### src/rtl/bvc_pkg.sv
// Shared types and constants of the battery voltage compensator.
`timescale 1ns / 1ps

package bvc_pkg;

    // Gain is Q4.12, so unity gain is 1 << 12.
    localparam logic [15:0] GAIN_ONE = 16'd4096;

    // Quotient bits of nominal / filtered while filtered exceeds half nominal.
    localparam int QW  = 13;
    localparam int QCW = $clog2(QW);

    // Alert codes.
    localparam logic [1:0] ALERT_NONE     = 2'd0;
    localparam logic [1:0] ALERT_LOW      = 2'd1;
    localparam logic [1:0] ALERT_CRITICAL = 2'd2;

    // Input commands.
    localparam logic CMD_SAMPLE = 1'b0;
    localparam logic CMD_RESET  = 1'b1;

    // Register indexes (byte address / 4).
    localparam logic [2:0] REG_NOMINAL  = 3'd0;
    localparam logic [2:0] REG_ALPHA    = 3'd1;
    localparam logic [2:0] REG_GAIN_MIN = 3'd2;
    localparam logic [2:0] REG_GAIN_MAX = 3'd3;
    localparam logic [2:0] REG_LOW_FAC  = 3'd4;
    localparam logic [2:0] REG_CRIT_FAC = 3'd5;

    typedef struct packed {
        logic        command;
        logic [15:0] sample_millivolts;
    } t_in_item;

    typedef struct packed {
        logic [15:0] depletion_gain;
        logic [1:0]  alert_level;
        logic [15:0] filtered_millivolts;
    } t_out_item;

    typedef struct packed {
        logic [15:0] nominal_millivolts;
        logic [15:0] filter_alpha;
        logic [15:0] gain_minimum;
        logic [15:0] gain_maximum;
        logic [15:0] low_voltage_factor;
        logic [15:0] critical_voltage_factor;
    } t_cfg;

    typedef struct packed {
        logic take;
        logic median;
        logic mult;
        logic update;
        logic check;
        logic div_step;
        logic clamp;
        logic load_out;
    } t_dp_cmd;

    typedef struct packed {
        logic is_reset;
        logic go_on;
        logic hot;
        logic div_last;
    } t_dp_status;

    typedef enum logic [7:0] {
        ST_IDLE  = 8'b0000_0001,
        ST_MED   = 8'b0000_0010,
        ST_MUL   = 8'b0000_0100,
        ST_UPD   = 8'b0000_1000,
        ST_CHK   = 8'b0001_0000,
        ST_DIV   = 8'b0010_0000,
        ST_CLAMP = 8'b0100_0000,
        ST_FIN   = 8'b1000_0000
    } t_state;

endpackage

### src/rtl/bvc_ctrl.sv
// Sequencer that steps the datapath through one item at a time.
`timescale 1ns / 1ps

module bvc_ctrl (
    input  logic                i_clk,
    input  logic                i_rst_n,
    input  logic                i_in_valid,
    output logic                o_in_ready,
    output logic                o_out_valid,
    input  logic                i_out_ready,
    input  bvc_pkg::t_dp_status i_status,
    output bvc_pkg::t_dp_cmd    o_cmd
);

    bvc_pkg::t_state r_state, n_state;
    logic            r_out_valid, n_out_valid;

    always_comb begin
        n_state     = r_state;
        n_out_valid = r_out_valid & ~i_out_ready;
        o_cmd       = '0;
        unique case (r_state)
            bvc_pkg::ST_IDLE: begin
                if (i_in_valid) begin
                    o_cmd.take = 1'b1;
                    n_state    = i_status.is_reset ? bvc_pkg::ST_FIN : bvc_pkg::ST_MED;
                end
            end
            bvc_pkg::ST_MED: begin
                o_cmd.median = 1'b1;
                n_state      = i_status.go_on ? bvc_pkg::ST_MUL : bvc_pkg::ST_FIN;
            end
            bvc_pkg::ST_MUL: begin
                o_cmd.mult = 1'b1;
                n_state    = bvc_pkg::ST_UPD;
            end
            bvc_pkg::ST_UPD: begin
                o_cmd.update = 1'b1;
                n_state      = bvc_pkg::ST_CHK;
            end
            bvc_pkg::ST_CHK: begin
                o_cmd.check = 1'b1;
                n_state     = i_status.hot ? bvc_pkg::ST_DIV : bvc_pkg::ST_FIN;
            end
            bvc_pkg::ST_DIV: begin
                o_cmd.div_step = 1'b1;
                if (i_status.div_last) begin
                    n_state = bvc_pkg::ST_CLAMP;
                end
            end
            bvc_pkg::ST_CLAMP: begin
                o_cmd.clamp = 1'b1;
                n_state     = bvc_pkg::ST_FIN;
            end
            bvc_pkg::ST_FIN: begin
                // Hand the item to the output register once it is free.
                if (!r_out_valid || i_out_ready) begin
                    o_cmd.load_out = 1'b1;
                    n_out_valid    = 1'b1;
                    n_state        = bvc_pkg::ST_IDLE;
                end
            end
            default: begin
                n_state = bvc_pkg::ST_IDLE;
            end
        endcase
    end

    always_ff @(posedge i_clk) begin
        if (!i_rst_n) begin
            r_state     <= bvc_pkg::ST_IDLE;
            r_out_valid <= 1'b0;
        end else begin
            r_state     <= n_state;
            r_out_valid <= n_out_valid;
        end
    end

    assign o_in_ready  = (r_state == bvc_pkg::ST_IDLE);
    assign o_out_valid = r_out_valid;

endmodule

### src/rtl/bvc_datapath.sv
// Median window, low-pass filter, restoring gain divider, clamp and alert logic.
`timescale 1ns / 1ps

module bvc_datapath #(
    parameter int VOLTAGE_BITS = 16
) (
    input  logic                i_clk,
    input  logic                i_rst_n,
    input  bvc_pkg::t_cfg       i_cfg,
    input  bvc_pkg::t_in_item   i_in_item,
    input  bvc_pkg::t_dp_cmd    i_cmd,
    output bvc_pkg::t_dp_status o_status,
    output bvc_pkg::t_out_item  o_out_item
);

    localparam int VB = VOLTAGE_BITS;
    localparam int FW = VB + 16;
    localparam int PW = FW + 16;
    localparam int RW = FW + bvc_pkg::QW;
    localparam int CW = (FW > 32) ? FW : 32;
    localparam int KW = (FW + 1 > 32) ? FW + 1 : 32;
    localparam int HW = (VB + 1 > 16) ? VB + 1 : 16;
    localparam int WW = (VB > 16) ? VB : 16;

    logic [VB-1:0]             r_win [3];
    logic                      r_filled;
    logic [FW-1:0]             r_f;
    logic                      r_seeded;
    logic                      r_crit;
    logic [1:0]                r_alert;
    logic [VB-1:0]             r_med;
    logic                      r_up;
    logic [PW-1:0]             r_prod;
    logic [31:0]               r_thr_low;
    logic [31:0]               r_thr_crit;
    logic [RW-1:0]             r_rem;
    logic [RW-1:0]             r_dvs;
    logic [bvc_pkg::QW-1:0]    r_quo;
    logic [bvc_pkg::QCW-1:0]   r_cnt;
    logic [15:0]               r_gain;
    bvc_pkg::t_out_item        r_out;

    logic [VB-1:0] sample;
    logic [VB-1:0] lo01, hi01, mid_hi, med;
    logic          med_hot;
    logic [FW-1:0] mq, diff, step;
    logic          mq_ge;
    logic          hot;
    logic          crit_now;
    logic          rem_ge;
    logic [15:0]   g0, g1, g2;
    logic [WW-1:0] whole;

    assign sample = VB'(i_in_item.sample_millivolts);

    // Middle of three: max(min(a, b), min(max(a, b), c)).
    always_comb begin
        lo01   = (r_win[0] < r_win[1]) ? r_win[0] : r_win[1];
        hi01   = (r_win[0] < r_win[1]) ? r_win[1] : r_win[0];
        mid_hi = (hi01 < r_win[2]) ? hi01 : r_win[2];
        med    = (lo01 > mid_hi) ? lo01 : mid_hi;
    end

    assign med_hot = HW'({med, 1'b0}) > HW'(i_cfg.nominal_millivolts);

    assign mq    = {r_med, 16'h0};
    assign mq_ge = mq >= r_f;
    assign diff  = mq_ge ? (mq - r_f) : (r_f - mq);
    assign step  = r_prod[PW-1:16];

    assign hot      = KW'({r_f, 1'b0}) > KW'({i_cfg.nominal_millivolts, 16'h0});
    assign crit_now = r_crit | (CW'(r_f) <= CW'(r_thr_crit));
    assign rem_ge   = r_rem >= r_dvs;

    always_comb begin
        g0 = 16'(r_quo);
        g1 = (g0 < i_cfg.gain_minimum) ? i_cfg.gain_minimum : g0;
        g2 = (g1 > i_cfg.gain_maximum) ? i_cfg.gain_maximum : g1;
    end

    assign whole = WW'(r_f[FW-1:16]);

    always_ff @(posedge i_clk) begin
        if (!i_rst_n) begin
            r_filled <= 1'b0;
            r_f      <= '0;
            r_seeded <= 1'b0;
            r_crit   <= 1'b0;
            r_alert  <= bvc_pkg::ALERT_NONE;
        end else begin
            if (i_cmd.take) begin
                if (i_in_item.command == bvc_pkg::CMD_RESET) begin
                    r_filled <= 1'b0;
                    r_f      <= '0;
                    r_seeded <= 1'b0;
                    r_crit   <= 1'b0;
                    r_alert  <= bvc_pkg::ALERT_NONE;
                end else begin
                    r_filled <= 1'b1;
                end
            end
            if (i_cmd.median && !r_seeded && med_hot) begin
                // Seed: jump straight to the median.
                r_f      <= {med, 16'h0};
                r_seeded <= 1'b1;
            end
            if (i_cmd.update) begin
                r_f <= r_up ? (r_f + step) : (r_f - step);
            end
            if (i_cmd.check && hot) begin
                r_crit <= crit_now;
                if (crit_now) begin
                    r_alert <= bvc_pkg::ALERT_CRITICAL;
                end else if (CW'(r_f) <= CW'(r_thr_low)) begin
                    r_alert <= bvc_pkg::ALERT_LOW;
                end else begin
                    r_alert <= bvc_pkg::ALERT_NONE;
                end
            end
        end
    end

    always_ff @(posedge i_clk) begin
        if (i_cmd.take) begin
            r_gain <= bvc_pkg::GAIN_ONE;
            if (i_in_item.command == bvc_pkg::CMD_SAMPLE) begin
                // Fill the whole window on the first sample.
                r_win[0] <= sample;
                r_win[1] <= r_filled ? r_win[0] : sample;
                r_win[2] <= r_filled ? r_win[1] : sample;
            end
        end
        if (i_cmd.median) begin
            r_med <= med;
        end
        if (i_cmd.mult) begin
            r_up       <= mq_ge;
            r_prod     <= PW'(i_cfg.filter_alpha) * PW'(diff);
            r_thr_low  <= 32'(i_cfg.nominal_millivolts) * 32'(i_cfg.low_voltage_factor);
            r_thr_crit <= 32'(i_cfg.nominal_millivolts) * 32'(i_cfg.critical_voltage_factor);
        end
        if (i_cmd.check) begin
            r_rem <= RW'({i_cfg.nominal_millivolts, 28'h0});
            r_dvs <= RW'(r_f) << (bvc_pkg::QW - 1);
            r_quo <= '0;
            r_cnt <= '0;
        end
        if (i_cmd.div_step) begin
            if (rem_ge) begin
                r_rem <= r_rem - r_dvs;
            end
            r_dvs <= r_dvs >> 1;
            r_quo <= {r_quo[bvc_pkg::QW-2:0], rem_ge};
            r_cnt <= r_cnt + 1'b1;
        end
        if (i_cmd.clamp) begin
            r_gain <= g2;
        end
        if (i_cmd.load_out) begin
            r_out.depletion_gain      <= r_gain;
            r_out.alert_level         <= r_alert;
            r_out.filtered_millivolts <= (whole > WW'(16'hFFFF)) ? 16'hFFFF : whole[15:0];
        end
    end

    always_comb begin
        o_status.is_reset = (i_in_item.command == bvc_pkg::CMD_RESET);
        o_status.go_on    = r_seeded | med_hot;
        o_status.hot      = hot;
        o_status.div_last = (r_cnt == bvc_pkg::QCW'(bvc_pkg::QW - 1));
    end

    assign o_out_item = r_out;

endmodule

### src/rtl/battery_voltage_compensator_core.sv
// A reset item goes from accept straight to the finish state; a sample item steps through median,
// multiply, update, check, the restoring divider for nominal / filtered, and clamp. A sample
// that does not seed or stays at or below half nominal skips the divider and the clamp.
// Throughput: one item at a time; the output register lets the next item start while
// a result waits. Reset clears filter state and loads the register defaults.
`timescale 1ns / 1ps

module battery_voltage_compensator_core #(
    parameter int VOLTAGE_BITS = 16
) (
    input  logic               i_clk,
    input  logic               i_rst_n,
    input  logic               i_in_valid,
    output logic               o_in_ready,
    input  bvc_pkg::t_in_item  i_in_item,
    output logic               o_out_valid,
    input  logic               i_out_ready,
    output bvc_pkg::t_out_item o_out_item,
    input  logic               psel,
    input  logic               penable,
    input  logic               pwrite,
    input  logic [4:0]         paddr,
    input  logic [31:0]        pwdata,
    output logic [31:0]        prdata,
    output logic               pready
);

    bvc_pkg::t_cfg       r_cfg;
    bvc_pkg::t_dp_cmd    cmd;
    bvc_pkg::t_dp_status status;
    logic [2:0]          reg_idx;
    logic [15:0]         rd_val;

    assign reg_idx = paddr[4:2];
    assign pready  = 1'b1;

    always_ff @(posedge i_clk) begin
        if (!i_rst_n) begin
            r_cfg.nominal_millivolts      <= 16'd11100;
            r_cfg.filter_alpha            <= 16'd655;
            r_cfg.gain_minimum            <= 16'd4096;
            r_cfg.gain_maximum            <= 16'd6144;
            r_cfg.low_voltage_factor      <= 16'd58982;
            r_cfg.critical_voltage_factor <= 16'd55705;
        end else if (psel && penable && pwrite) begin
            unique case (reg_idx)
                bvc_pkg::REG_NOMINAL:  r_cfg.nominal_millivolts      <= pwdata[15:0];
                bvc_pkg::REG_ALPHA:    r_cfg.filter_alpha            <= pwdata[15:0];
                bvc_pkg::REG_GAIN_MIN: r_cfg.gain_minimum            <= pwdata[15:0];
                bvc_pkg::REG_GAIN_MAX: r_cfg.gain_maximum            <= pwdata[15:0];
                bvc_pkg::REG_LOW_FAC:  r_cfg.low_voltage_factor      <= pwdata[15:0];
                bvc_pkg::REG_CRIT_FAC: r_cfg.critical_voltage_factor <= pwdata[15:0];
                default: begin
                    // Drop writes outside the register map.
                end
            endcase
        end
    end

    always_comb begin
        unique case (reg_idx)
            bvc_pkg::REG_NOMINAL:  rd_val = r_cfg.nominal_millivolts;
            bvc_pkg::REG_ALPHA:    rd_val = r_cfg.filter_alpha;
            bvc_pkg::REG_GAIN_MIN: rd_val = r_cfg.gain_minimum;
            bvc_pkg::REG_GAIN_MAX: rd_val = r_cfg.gain_maximum;
            bvc_pkg::REG_LOW_FAC:  rd_val = r_cfg.low_voltage_factor;
            bvc_pkg::REG_CRIT_FAC: rd_val = r_cfg.critical_voltage_factor;
            default:               rd_val = 16'h0;
        endcase
    end

    assign prdata = {16'h0, rd_val};

    bvc_ctrl u_ctrl (
        .i_clk       (i_clk),
        .i_rst_n     (i_rst_n),
        .i_in_valid  (i_in_valid),
        .o_in_ready  (o_in_ready),
        .o_out_valid (o_out_valid),
        .i_out_ready (i_out_ready),
        .i_status    (status),
        .o_cmd       (cmd)
    );

    bvc_datapath #(
        .VOLTAGE_BITS (VOLTAGE_BITS)
    ) u_datapath (
        .i_clk      (i_clk),
        .i_rst_n    (i_rst_n),
        .i_cfg      (r_cfg),
        .i_in_item  (i_in_item),
        .i_cmd      (cmd),
        .o_status   (status),
        .o_out_item (o_out_item)
    );

endmodule

### config.mk
export PLATFORM = sky130hd
export DESIGN_NAME = battery_voltage_compensator_core
export DESIGN_NICKNAME = d
export VERILOG_FILES = /design/src/rtl/bvc_pkg.sv /design/src/rtl/bvc_ctrl.sv /design/src/rtl/bvc_datapath.sv /design/src/rtl/battery_voltage_compensator_core.sv
export SDC_FILE = /design/constraint.sdc
export NUM_CORES = 2
export LEC_CHECK = 0
export BUFFER_PORTS_ARGS = -buffer_cell sky130_fd_sc_hd__buf_2
export CAP_MARGIN = 20
export CORE_UTILIZATION = 65
export CTS_CLUSTER_DIAMETER = 100
export CTS_CLUSTER_SIZE = 24
export DETAILED_ROUTE_END_ITERATION = 10
export PLACE_DENSITY_LB_ADDON = 0.05
export SLEW_MARGIN = 15
export SYNTH_ARGS = -nofsm -noshare
export SYNTH_HDL_FRONTEND = slang
export SYNTH_SLANG_ARGS = --single-unit
### constraint.sdc
create_clock -name i_clk -period 18.98 [get_ports i_clk]
set_input_delay 3.796 -clock i_clk [delete_from_list [all_inputs] [get_ports i_clk]]
set_output_delay 3.796 -clock i_clk [all_outputs]
set_load 0.01 [all_outputs]
==> flow_summary_export.csv <==
group,metric,value,unit
yosys,synthArstFlopShare,0,%
cells_and_area,drive_above_1_share,4.79,%
setup_path,arrival,11.32,ns
yosys,synth_largest_area_cell,"fa_1",
pwr,ir_drop,0.134,mV
yosys,muxShareOfSynthArea,1.06,%
route,drtIter0Drc,4067,
yosys,yosys.cell_types.count,90,
sta,setup_viol,0,
clock_tree,h-tree-depth,1,
yosys,synth-seq-area-share,19.6,%
sta,rsz0062_at_grt,"false",
sta,clock_skew,0.0601,ns
cells_and_area,final_common_cell,"nand2_1",
yosys,synth_edf_count,272,
clock_tree,root_buffer,"clkbuf_16",
route,drt_wl_total,167,mm
yosys,yosysTopAreaCellShare,26.7,%
route,drc,0,
floorplanning,io_pins,130,
floorplanning,die_w,307,µm
clock_tree,post_cts_resize_count,0,
worst_hold_path,hp-class,"flop to flop",
clock_tree,holdBufCountCts,0,
yosys,syn-cell-area,0.0606,mm²
yosys,yosys.area_share.xor_xnor,3.07,%
pwr,power_density,73.0,mW/mm²
sta,worstMarginPinSlew,1.23,ns
pwr,p_int,2.59,mW
grt,first_global_vias,48200,
route,num_vias,48100,
sta,relSlewSlack,17.9,%
setup_path,cp_slowest_cell,"and2_1",
cells_and_area,fin_area,0.0631,mm²
status,outcome,"finished clean",
pwr,swShare,43.7,%
cells_and_area,areaGrowthSynthToFinish,4.08,%
yosys,synthFlopType,"edfxtp_1",
setup_path,worstSetupEndpointType,"flop",
floorplanning,initial_core_util,65.9,%
floorplanning,core,0.0921,mm²
clock_tree,clkTransAtPathRegs,0.10,ns
floorplanning,fp.dieArea,0.0945,mm²
route,ant_nets,0,
flow_run,cap_violations,0,
yosys,yosys.area_share.simple,16.9,%
pwr,power_frac_comb,58.5,%
clock_tree,cts_inserted_buffers,28,
floorplanning,fp-row-count,111,
sta,fin_crit_sh,57.7,%
cells_and_area,fin_cells,8010,
grt,grt_first_pass_wirelength,265,mm
pwr,p_seq_share,26.6,%
placed_design,port_buffers,94,
yosys,synth_compound_area_share,11.0,%
sta,setup_ws,8.02,ns
yosys,synth_fa_ha_area_share,39.1,%
setup_path,cp_max_fo,27,
clock_tree,cts_tree,"done",
clock_tree,cts_sinks,458,
pwr,power.leakage,30.0,nW
setup_path,worstSetupStartpointType,"flop",
floorplanning,die_h,307,µm
placed_design,dp.cells,7952,
yosys,synth.area.top_cells,"fa_1 27%, edfxtp_1 13%, ha_1 12%",
sta,final.setup.tns,0,ns
grt,overflow,0,
sta,hold_viol_final,0,
yosys,ys_warn_count,0,
route,dr.pass1.iters,6,
clock_tree,clk_path_buf_depth,3,
clock_tree,cts_setup_buffers,0,
sta,period_needed,10.96,ns
placed_design,placed_cell_area,0.0622,mm²
cells_and_area,final_cell_mix,"1,175 x nand2_1, 1,107 x inv_1, 808 x fa_1",
yosys,ys_ff_latch,458,
setup_path,cp_common_cell,"fa_1",
route,vias_per_cell,6.00,
yosys,synth_area_per_cell,8.87,µm²
grt,grt_usage,36.1,%
setup_path,crit_path_max_incr_delay,0.88,ns
pwr,finalPower,4.61,mW
placed_design,gp_congestion,0.979,
cells_and_area,nets,8213,
clock_tree,clock_latency,0.66,ns
pwr,power.net_switching,2.01,mW
setup_path,crit_type,"flop to flop",
grt,grt_max_degree,73,
yosys,syn_inst,6838,
placed_design,place_hpwl,128,mm
setup_path,worst_ep_required_time,19.34,ns
sta,maxSlewViolCount,0,
sta,fmaxAchievable,0.0913,GHz
grt,antenna_found_initial,5,
pwr,p_clk_share,14.9,%
placed_design,dp_slack,8.26,ns
yosys,synth_top_family_by_area,"adder cells",
route,post_drt_wl_per_cell,20.9,µm
==> layout make-up <==
cell class / instances / area (µm²)
Multi-Input combinational cell: 4942 / 43300
Fill cell: 7584 / 29000
Sequential cell: 458 / 11900
Inverter: 1110 / 4170
Tap cell: 1243 / 1560
Timing Repair Buffer: 201 / 1270
Clock buffer: 39 / 742
Clock inverter: 13 / 188
Antenna cell: 4 / 10.0
==> critical path, delay by kind of cell, from the launching register on <==
family | cells | cell delay, ns
and+or+nand+nor | 4 | 1.53
AOI/OAI and AO/OA | 14 | 2.78
adders and majority gates | 9 | 4.13
xor gates and xnor gates | 2 | 0.24
buffers and inverters | 6 | 1.30
DFF | 1 | 0.71
==> cell usage after synthesis, types with 12 or more instances <==
cell / n
a211oi_1: 24
a21o_1: 133
a21oi_1: 331
a22oi_1: 63
a31oi_1: 31
and2_1: 341
and3_1: 28
buf_2: 25
buf_4: 26
clkbuf_1: 278
dfxtp_1: 186
edfxtp_1: 272
fa_1: 808
ha_1: 603
inv_1: 1108
mux2_2: 19
mux2i_1: 43
nand2_1: 1176
nand2b_1: 61
nand3_1: 120
nand4_1: 44
nor2_1: 195
nor2b_1: 42
nor3_1: 84
nor3b_1: 12
nor4_1: 23
o211a_1: 13
o211ai_1: 33
o21a_1: 44
o21ai_0: 187
o21bai_1: 31
o31ai_1: 21
or2_2: 16
or3_1: 24
xnor2_1: 119
xor2_1: 86
==> registers in the layout (all words and copies together) (netlist names) <==
register / flops
u_datapath.r_prod: 32
u_datapath.r_seeded: 1
u_datapath.o_out_item: 34
u_datapath.r_thr_low: 32
u_datapath.r_gain: 16
u_datapath.r_alert: 2
u_datapath.r_rem: 45
u_datapath.r_dvs: 44
u_datapath.r_win: 48
u_ctrl.r_state: 8
u_datapath.r_up: 1
u_datapath.r_filled: 1
u_datapath.r_med: 16
u_datapath.r_f: 32
u_datapath.r_cnt: 4
r_cfg: 96
u_datapath.r_thr_crit: 32
u_datapath.r_quo: 13
u_ctrl.o_out_valid: 1
==> kinds of logic after synthesis <==
| group | after synthesis |
|---|---|
| muxes | 62 |
| other | 2 |
| xor gates and xnor gates | 209 |
| AOI/OAI and AO/OA | 1033 |
| adders and majority gates | 1411 |
| DFF | 458 |
| and+or+nand+nor | 2210 |
| buffers and inverters | 1453 |
==> power by group through the flow <==
stage	clock network, mW	registers (mW)	logic [mW]
finish	0.688	1.22	2.69
floorplan	0	1.24	1.99
CTS	0.695	1.22	2.67
detailed placement	0	1.25	2.62
global placement	0	1.24	2.58
global route	0.726	1.23	3.03
==> per-stage QoR <==
| stage | hold WS (ns) | util [%] |
|---|---|---|
| 3_3_place_gp | 0.403 | 67.5 |
| 6_report | 0.435 | 68.6 |
| 4_1_cts | 0.429 | 68.5 |
| 3_5_place_dp | 0.408 | 67.5 |
| 2_1_floorplan | 0.400 | - |
| 5_1_grt | 0.445 | 68.5 |
==> final timing paths <==
check | to | slack [ns] | start | depth (start not counted)
max | u_datapath.r_prod[40] | 8.02 | u_datapath.r_f[16] | 35
min reg2reg | u_datapath.o_out_item[23] | 0.44 | u_datapath.r_gain[5] | 0
min | u_datapath.o_out_item[23] | 0.44 | u_datapath.r_gain[5] | 0
max reg2reg | u_datapath.r_prod[40] | 8.02 | u_datapath.r_f[16] | 35
==> per-layer routing <==
layer / vias to the layer above / part of all wire (%) / track usage [%] / wire length, µm
met2: 2097 / 45 / 57.7 / 75600
met3: 385 / 9.6 / 6.25 / 16100
li1: 21800 / - / - / -
met4: 4 / 4.2 / 13.3 / 6960
met5: - / 0.022 / 0 / 37
met1: 23800 / 41 / 49.4 / 68500
Note: power is estimated with default switching activity, not from simulation.
